[src/hw/rtl/hcbp_ram.sv]
// Generic single-port synchronous RAM with registered read data.
module hcbp_ram #(
  parameter int WIDTH = 8,
  parameter int DEPTH = 256
) (
  input  logic                     clk,
  input  logic                     we,
  input  logic [$clog2(DEPTH)-1:0] addr,
  input  logic [WIDTH-1:0]         wdata,
  output logic [WIDTH-1:0]         rdata
);

  logic [WIDTH-1:0] mem [DEPTH];

  always_ff @(posedge clk) begin
    if (we) begin
      mem[addr] <= wdata;
    end
    rdata <= mem[addr];
  end

endmodule

[config.mk]
export PLATFORM = sky130hd
export DESIGN_NAME = hcbp_ram
export DESIGN_NICKNAME = d
export VERILOG_FILES = /design/src/hw/rtl/hcbp_ram.sv
export SDC_FILE = /design/constraint.sdc
export NUM_CORES = 2
export LEC_CHECK = 0
export ABC_AREA = 1
export BUFFER_PORTS_ARGS = -buffer_cell sky130_fd_sc_hd__buf_2
export CORE_UTILIZATION = 60
export CTS_CLUSTER_SIZE = 8
export DETAILED_ROUTE_END_ITERATION = 6
export GPL_TIMING_DRIVEN = 0
export PLACE_DENSITY = 0.76
export SLEW_MARGIN = 5
export SYNTH_ARGS = -nofsm -noshare
export SYNTH_HDL_FRONTEND = slang
export SYNTH_SLANG_ARGS = --single-unit
[constraint.sdc]
create_clock -name clk -period 2.3 [get_ports clk]
set_input_delay 0.23 -clock clk [delete_from_list [all_inputs] [get_ports clk]]
set_output_delay 0.23 -clock clk [all_outputs]
set_load 0.01 [all_outputs]
==> results_dict.tcl <==
set metrics [dict create \
    cts_buffer_depth 4 \
    globalplace.congestion 1.02 \
    r2r_start "mem[157][0]" \
    ir_drop_mv 0.756 \
    dieHeight_um 378 \
    final_util 0.694 \
    path_class "in2reg" \
    reg2reg_depth 12 \
    grt_pass1_vias 57400 \
    total_power_mw 85.3 \
    dieArea_um2 143000 \
    wl_per_cell_um 24.8 \
    yosys_warnings 0 \
    grt_pass1_wl_mm 366 \
    syn_area_per_cell_um2 10.6 \
    tns_ns -44.40 \
    viasPerCell 5.88 \
    fmax_ghz 0.385 \
    ant_nets 0 \
    cts_sinks 2056 \
    ys_seq_elements 2056 \
    p_leak_nw 38.7 \
    synth_nets 8039 \
    syn_to_final_growth_pct 14.5 \
    antenna_found_initial 20 \
    cp_data_required_time_ns 2.77 \
    layout-drive-gt1-share 0.0962 \
    reg2reg_slack_ns 0.03 \
    nNetsFinal 8427 \
    core_area_um2 140000 \
    cts_made_buffers 308 \
    cts.clk_slew.worst_paths_ns 0.05 \
    slew_violations 11 \
    timing.final.ws_setup_ns -0.297 \
    drt-initial-drc-count 8997 \
    crit_path_max_fanout 10 \
    grt_use_total 0.360 \
    finalHoldViolCount 0 \
    crit_path_start_kind "input pin" \
    status "finished, violations left" \
    timing.final.crit_share 1.13 \
    crit_start "addr[0]" \
    endpoint "mem[47][2]" \
    vias 60700 \
    dpl-instance-area_um2 87800 \
    hold_path_class "in2reg" \
    setup_viol 581 \
    synth_cell_type_count 18 \
    drv_cap 1 \
    cts_tree "built" \
    num-fill-cells 9591 \
    io_buffer_count 23 \
    h-tree-depth 5 \
    die_w_um 378 \
    synth_area_um2 84900 \
    start_util 0.607 \
    grt_max_degree 124 \
    clk-insertion-delay-late_ns 0.92 \
    wirelength_mm 256 \
    synthCells 8021 \
    postLayoutCellArea_um2 97100 \
    io_pins 26 \
    slew_headroom -0.0618 \
    failed_checks "DRC, capacitance limit, slew limit, setup timing" \
    power_density_nw_per_um2 878 \
    fp-row-count 137 \
    r2r_end "rdata[0]" \
    overflow 0 \
    critPathCaptureType "flip-flop" \
    route.detailed.drc 5 \
    root_buffer "clkbuf_16" \
    dpl.hpwl_mm 171 \
    fin_skew_ns 0.0591 \
    worst_slew_pin_slew_ns 1.59 \
    yosysSeqAreaShare 0.727 \
    period_minus_slack_ns 2.60 \
    rsz0062_at_grt "true" \
    arrival_ns 3.07 \
    drtPass1Iterations 7 \
]
[worst min path at each step]
stage,start,end,slack [ns],depth (start not counted)
final,addr[6],rdata[6],0.09,5
after global routing,addr[6],rdata[7],0.14,5
after CTS,addr[6],rdata[6],0.02,5
after detailed placement,wdata[5],mem[44][5],0.61,1
after global placement,rdata[7],rdata[7],0.63,1
after floorplan,wdata[0],mem[0][0],0.33,0
[cell type report]
cell class	count	area [µm²]	share of cell area
clock inverters	10	96.3	0.000992
plain buffers	416	1970	0.0202
diodes	8	20.0	0.000206
clock buffers	325	7900	0.0813
flip-flops and latches	2056	61700	0.635
inverters	35	136	0.00140
repair buffers	79	968	0.00997
multi-input cells	5513	22000	0.227
well taps	1876	2350	0.0242
[per-layer routing]
| layer | global-route usage | vias up | share of wire |
|---|---|---|---|
| li1 | - | 27000 | - |
| met2 | 0.532 | 4214 | 0.44 |
| met4 | 0.192 | 18 | 0.053 |
| met1 | 0.476 | 28700 | 0.36 |
| met3 | 0.118 | 731 | 0.14 |
| met5 | 0 | - | 0.00055 |
[metrics by stage]
stage | hold slack [ns] | setup slack [ns] | instances
floorplan | 0.329 | 0.230 | 8021
CTS | 0.0195 | -0.0276 | 10300
global placement | 0.630 | -3.09 | 9920
global route | 0.145 | -0.153 | 10300
finish | 0.0871 | -0.297 | 10300
detailed placement | 0.615 | -1.62 | 9936
[synth_stat cells]
cell type / count / area (µm²)
a21oi_1: 32 / 160
nor2_8: 1 / 20.0
nand2_1: 4770 / 17900
nand3_1: 188 / 941
buf_4: 6 / 45.0
nor2_1: 361 / 1360
buf_6: 7 / 78.8
dfxtp_1: 8 / 160
clkbuf_1: 170 / 638
inv_4: 2 / 12.5
edfxtp_1: 2048 / 61500
o21ai_1: 119 / 596
o21ai_0: 41 / 205
nand2_4: 1 / 11.3
inv_2: 2 / 7.51
buf_1: 52 / 195
inv_1: 31 / 116
buf_2: 182 / 911
[what timing repair did]
item,in CTS,in global routing
pin swaps,19,3
hold endpoints to repair,416,0
buffers inserted,27,5
hold buffers,8,0
setup endpoints to repair,1419,1279
gates resized for setup,207,130
[worst max-delay path, cell delays in order]
cell and delay (ns):
buf_2 0.16, buf_6 0.19, nand2_4 0.17, nor2_1 0.08, nand2_1 0.49, buf_1 1.22
nor2_1 0.49
[kinds of logic (layout without fill, tap and decap cells)]
kind of cell / Yosys count / in the layout / synth area share
other cells: 0 / 8 / 0
flops: 2056 / 2056 / 0.727
simple gates: 5321 / 5321 / 0.238
compound gates: 192 / 192 / 0.0113
buf+inv: 452 / 865 / 0.0236
[power by group]
group | internal, mW | switching, mW
Sequential | 41.4 | 0.0262
Combinational | 1.08 | 4.11
Clock | 23.9 | 14.8
Total | 66.3 | 19.0
[registers in the layout, indices dropped and copies added, names as in the netlist]
name	cells
rdata	8
mem	2048
[placed cells by master (no fill, tap or decap), drive strengths merged]
| cell type | synthesis | routed |
|---|---|---|
| clkinvlp | 0 | 1 |
| dlygate4sd3 | 0 | 8 |
| clkbuf | 170 | 496 |
| nor2 | 362 | 362 |
| a21oi | 32 | 32 |
| clkinv | 0 | 6 |
| dfxtp | 8 | 8 |
| o21ai | 160 | 160 |
| buf | 247 | 316 |
| nand2 | 4771 | 4771 |
| edfxtp | 2048 | 2048 |
| inv | 35 | 38 |
| diode | 0 | 8 |
| nand3 | 188 | 188 |
Power figures use the tool's default switching activity.
