<file path="src/hw/rtl/hcbp_pkg.sv">
// Shared types and constants for the Huffman code bit packer.
package hcbp_pkg;

  localparam int CODE_W = 32;
  localparam int LEN_W = 6;
  localparam int SYM_W = 8;
  localparam int BYTE_W = 8;
  localparam int WIN_W = CODE_W + BYTE_W;
  localparam int CNT_W = 3;
  localparam int SUM_W = 6;

  localparam int MAX_CODE_LEN = 32;
  localparam int DEFAULT_ALPHABET_SIZE = 256;
  localparam int CODE_LIMIT = (MAX_CODE_LEN < CODE_W) ? MAX_CODE_LEN : CODE_W;

  typedef logic [1:0] op_t;
  localparam op_t OP_WRITE = 2'd0;
  localparam op_t OP_ENCODE = 2'd1;
  localparam op_t OP_FLUSH = 2'd2;

  typedef struct packed {
    logic              go;
    logic              flush;
    logic [CODE_W-1:0] code;
    logic [LEN_W-1:0]  len;
  } pack_req_t;

endpackage

</file>
<file path="src/hw/rtl/hcbp_packer.sv">
// Bit window, pending byte and byte emitter of the code bit packer.
module hcbp_packer (
  input  logic                         clk,
  input  logic                         rst,
  input  hcbp_pkg::pack_req_t          req,
  output logic                         busy,
  output logic                         out_valid,
  input  logic                         out_stall,
  output logic [hcbp_pkg::BYTE_W-1:0]  out_byte,
  output logic                         last_byte
);
  import hcbp_pkg::*;

  logic [BYTE_W-1:0] pending_byte;
  logic [CNT_W-1:0]  pending_count;
  logic [WIN_W-1:0]  window;
  logic [SUM_W-1:0]  total;

  logic [LEN_W-1:0]  len_sat;
  logic [CODE_W-1:0] code_mask;
  logic [SUM_W-1:0]  sum;
  logic [SUM_W-1:0]  shamt;
  logic [WIN_W-1:0]  window_next;
  logic [SUM_W-1:0]  total_next;
  logic              out_free;
  logic              emit;

  always_comb begin
    len_sat = (req.len > LEN_W'(CODE_LIMIT)) ? LEN_W'(CODE_LIMIT) : req.len;
    code_mask = CODE_W'(~({(2*CODE_W){1'b1}} << len_sat));
    sum = SUM_W'(pending_count) + SUM_W'(len_sat);
    shamt = SUM_W'(WIN_W) - sum;
    if (req.flush) begin
      window_next = {pending_byte, {CODE_W{1'b0}}};
      total_next = (pending_count != '0) ? SUM_W'(BYTE_W) : '0;
    end else begin
      window_next = {pending_byte, {CODE_W{1'b0}}} |
                    ({{BYTE_W{1'b0}}, req.code & code_mask} << shamt);
      total_next = sum;
    end
  end

  assign out_free = !out_valid || !out_stall;
  assign emit = busy && (total >= SUM_W'(BYTE_W)) && out_free;

  always_ff @(posedge clk) begin
    if (rst) begin
      busy <= 1'b0;
      out_valid <= 1'b0;
      pending_byte <= '0;
      pending_count <= '0;
    end else begin
      out_valid <= emit || (out_valid && out_stall);
      if (!busy) begin
        if (req.go) begin
          window <= window_next;
          total <= total_next;
          busy <= 1'b1;
        end
      end else if (total >= SUM_W'(BYTE_W)) begin
        if (out_free) begin
          out_byte <= window[WIN_W-1 -: BYTE_W];
          last_byte <= (total < SUM_W'(2 * BYTE_W));
          window <= window << BYTE_W;
          total <= total - SUM_W'(BYTE_W);
        end
      end else begin
        pending_byte <= window[WIN_W-1 -: BYTE_W];
        pending_count <= total[CNT_W-1:0];
        busy <= 1'b0;
      end
    end
  end

endmodule

</file>
<file path="config.mk">
export PLATFORM = sky130hd
export DESIGN_NAME = hcbp_packer
export DESIGN_NICKNAME = d
export VERILOG_FILES = /design/src/hw/rtl/hcbp_pkg.sv /design/src/hw/rtl/hcbp_packer.sv
export SDC_FILE = /design/constraint.sdc
export NUM_CORES = 1
export LEC_CHECK = 0
export BUFFER_PORTS_ARGS = -buffer_cell sky130_fd_sc_hd__buf_2
export CAP_MARGIN = 20
export CORE_MARGIN = 4
export CORE_UTILIZATION = 45
export DETAILED_ROUTE_END_ITERATION = 8
export PLACE_DENSITY = 0.77
export SYNTH_ARGS = -nofsm -noshare
export SYNTH_HDL_FRONTEND = slang
export SYNTH_SLANG_ARGS = --single-unit
</file>
<file path="constraint.sdc">
create_clock -name clk -period 3.7 [get_ports clk]
set_input_delay 0 -clock clk [delete_from_list [all_inputs] [get_ports clk]]
set_output_delay 0 -clock clk [all_outputs]
set_load 0.01 [all_outputs]
</file>
==> out/results.tsv <==
stage	metric	value	unit
clocking	cts.sinks	68	
sta	skew	0.006530	ns
synth	yosys_most_used_dff	edfxtp_1	
die	start_util	46.50	%
sta	period_share	99.24	%
power	peakVddDrop	0.0002466	V
power	combPwrFrac	36.7	%
sta	maxSlewViolCount	0	
run_status	outcome	finished, final reports clean	
synth	ys_types	82	
synth	synth_seq_cells	68	
worst_setup_path	cp_data_required_time	3.87	ns
power	p_int	0.001958	W
power	p_leak	2.455	nW
sta	finalHoldViolations	0	
run	cap_violations	0	
synth	syn_avg_cell_area	9.069	µm²
sta	slew_headroom	30.14	%
synth	ys_warn_count	0	
clocking	clk_latency	0.33	ns
worst_setup_path	cp-end-kind	register	
layout	areaGrowthSynthToFinish	14.06	%
place	port_buffers	53	
detailed_routing	dr.pass1.iters	6	
grt	grt_pass1_vias	4974	
place	dp.cells	816	
detailed_routing	antenna_left	0	
layout	final_net_count	709	
clocking	cts-root-buf	clkbuf_16	
sta	finalSetupViolations	0	
grt	track_usage	23.05	%
die	core_area	12110	µm²
clocking	path_clk_slew	0.06	ns
power	switching_share	34.26	%
layout	fin_cells	833	
synth	async_flop_share	0	%
layout	antenna_cells	0	
detailed_routing	drc_errors	0	
clocking	cts_max_level	3	
detailed_routing	drtIter0Drc	527	
clocking	cts_setup_buffers	0	
clocking	clock_path_buffers	2	
clocking	cts-buffers-inserted	9	
layout	seqCellArea	1912	µm²
detailed_routing	wl_per_cell	19.69	µm
place	gp_congestion	0.9537	
worst_setup_path	cp.arrival	3.85	ns
worst_setup_path	crit_type	register to register	
sta	rsz0062_at_grt	true	
die	dieWidth	119.9	µm
grt	antenna_found_initial	0	
detailed_routing	totalWireLength	16400	µm
sta	worst_slew_pin_slew	1.048	ns
worst_setup_path	path_max_fanout	25	
synth	yosys.area.top_type	edfxtp_1	
detailed_routing	num_vias	5189	
die	pin_count	54	
detailed_routing	viasPerCell	6.229	
worst_setup_path	worst_setup_path_start_kind	register	
clocking	cts_tree	done	
sta	clock.fmax	272.3	MHz
power	switching_power	0.001020	W
worst_hold_path	hold_class	input port to register	
power	power.density	463.6	nW/µm²
grt	grt_pass1_wl	26280	µm
die	fp.dieH	119.9	µm
synth	synth_area_leaders	edfxtp_1, mux2i_1, nand2_1	
synth	syn-num-nets	670	
sta	min_period	3.672	ns
grt	grt_max_degree	44	
synth	synthCells	621	
synth	yosys.area.top_type_share	29.33	%
power	seqPwrFrac	32.1	%
sta	setup_ws	0.02816	ns
layout	n_fill_cell	1123	
layout	layout-drive-gt1-share	21.65	%
die	num_rows	40	
place	dp_slack	0.1052	ns
die	die_area	14370	µm²
place	hpwlAfterDp	12350	µm
layout	multi_input_area	3453	µm²
power	clock_power_share	31.2	%
synth	yosysSeqAreaShare	33.95	%
synth	syn-cell-area	5632	µm²
grt	overflow	0	
synth	synth_edf_count	55	
-- worst max-delay path, stage by stage, from the launching register on --
cell and delay, ns:
dfxtp_1 0.33, ha_1 0.26, ha_1 0.29, inv_1 0.07
ha_1 0.22, buf_4 0.16, xnor2_4 0.72, mux4_2 0.68
nor4_1 0.43, o22ai_1 0.17, a31oi_1 0.18
-- final cells by class --
class	instances	share of cell area, %
Clock buffer	10	3.720
Clock inverter	6	1.344
Inverter	14	0.8181
Multi-Input combinational cell	487	53.76
Sequential cell	68	29.76
Tap cell	168	3.272
Timing Repair Buffer	80	7.324
-- layer usage --
| metal | global-route usage (%) | share of wire (%) | vias to the layer above | routed length [µm] |
|---|---|---|---|---|
| li1 | - | - | 2435 | - |
| met1 | 30.86 | 43 | 2481 | 7063 |
| met2 | 37.71 | 48 | 235 | 7825 |
| met3 | 3.959 | 6.5 | 38 | 1069 |
| met4 | 8.089 | 2.7 | 0 | 442 |
| met5 | 0 | 0 | - | 0 |
-- metrics by stage --
stage	utilization, %	setup TNS [ns]	hold slack (ns)	total power, W	cell area [µm²]
global route	53.04	-1.092	0.03291	0.003125	6424
global placement	50.27	0	0.2885	0.002022	6088
finish	53.04	0	0.02005	0.002978	6424
CTS	53.04	0	0.01412	0.002975	6424
detailed placement	50.27	0	0.3081	0.002042	6088
floorplan	-	0	0.06907	0.001735	5633
-- synthesized netlist by cell type (10+ instances only) --
cell type / number
nand2_1: 74
nor2_1: 64
edfxtp_1: 55
mux2i_1: 45
o21ai_0: 41
a21oi_1: 24
buf_2: 22
clkbuf_1: 22
mux2_2: 17
nor3_1: 17
inv_1: 14
dfxtp_1: 13
o211ai_1: 13
a31oi_1: 12
mux4_2: 10
nand3_1: 10
-- worst paths after layout --
path / startpoint / slack (ns) / cells past startpoint / end
setup / recovery: pending_count[0] / 0.03 / 10 / window[38]
hold / removal: rst / 0.02 / 2 / pending_byte[0]
setup reg to reg: pending_count[0] / 0.03 / 10 / window[38]
hold reg to reg: window[38] / 0.45 / 0 / out_byte[6]
-- state kept, by name, summed over array words and instances, names as in the netlist --
register,flops
pending_count,3
busy,1
out_byte,8
out_valid,1
last_byte,1
pending_byte,8
window,40
total,6
-- placed cells by master (no fill, tap or decap), drive strengths merged, types with 6 or more instances in the layout --
master  count
mux2i      45
a22o        6
clkbuf     10
edfxtp     55
buf        79
mux4       10
nand2b      6
a31oi      12
inv        15
o221ai      6
o21ai      45
and3        6
a21oi      25
nand3      12
o22ai       6
nor3       18
nor2       64
a21o        6
o21a        6
xnor2       7
dfxtp      13
a211oi      6
mux2       18
o211ai     14
ha          6
nand2      74
-- timing repair --
| action | 4_1_cts | 5_1_grt |
|---|---|---|
| gates resized for setup | 0 | 0 |
| hold endpoints to repair | 1 | 0 |
| hold buffers | 1 | 0 |
| setup endpoints to repair | 0 | 15 |
-- power by group through the flow --
stage,Clock [W],Sequential (W),Combinational [W]
4_1_cts,0.000939,0.000956,0.00108
6_report,0.000929,0.000956,0.00109
2_1_floorplan,0,0.000967,0.000769
5_1_grt,0.000973,0.000963,0.00119
3_3_place_gp,0,0.000968,0.00105
3_5_place_dp,0,0.000971,0.00107
-- logic make-up after synthesis --
group                    after synthesis  synth area share, %
adder cells (fa/ha/maj)                7                1.511
flip-flops                            68                33.95
multiplexers                          73                15.60
buffers and inverters                 66                5.154
XOR/XNOR                               9                2.466
AND/OR/NAND/NOR                      215                17.95
AO/OA/AOI/OAI                        183                23.37
Power figures use the tool's default switching activity.
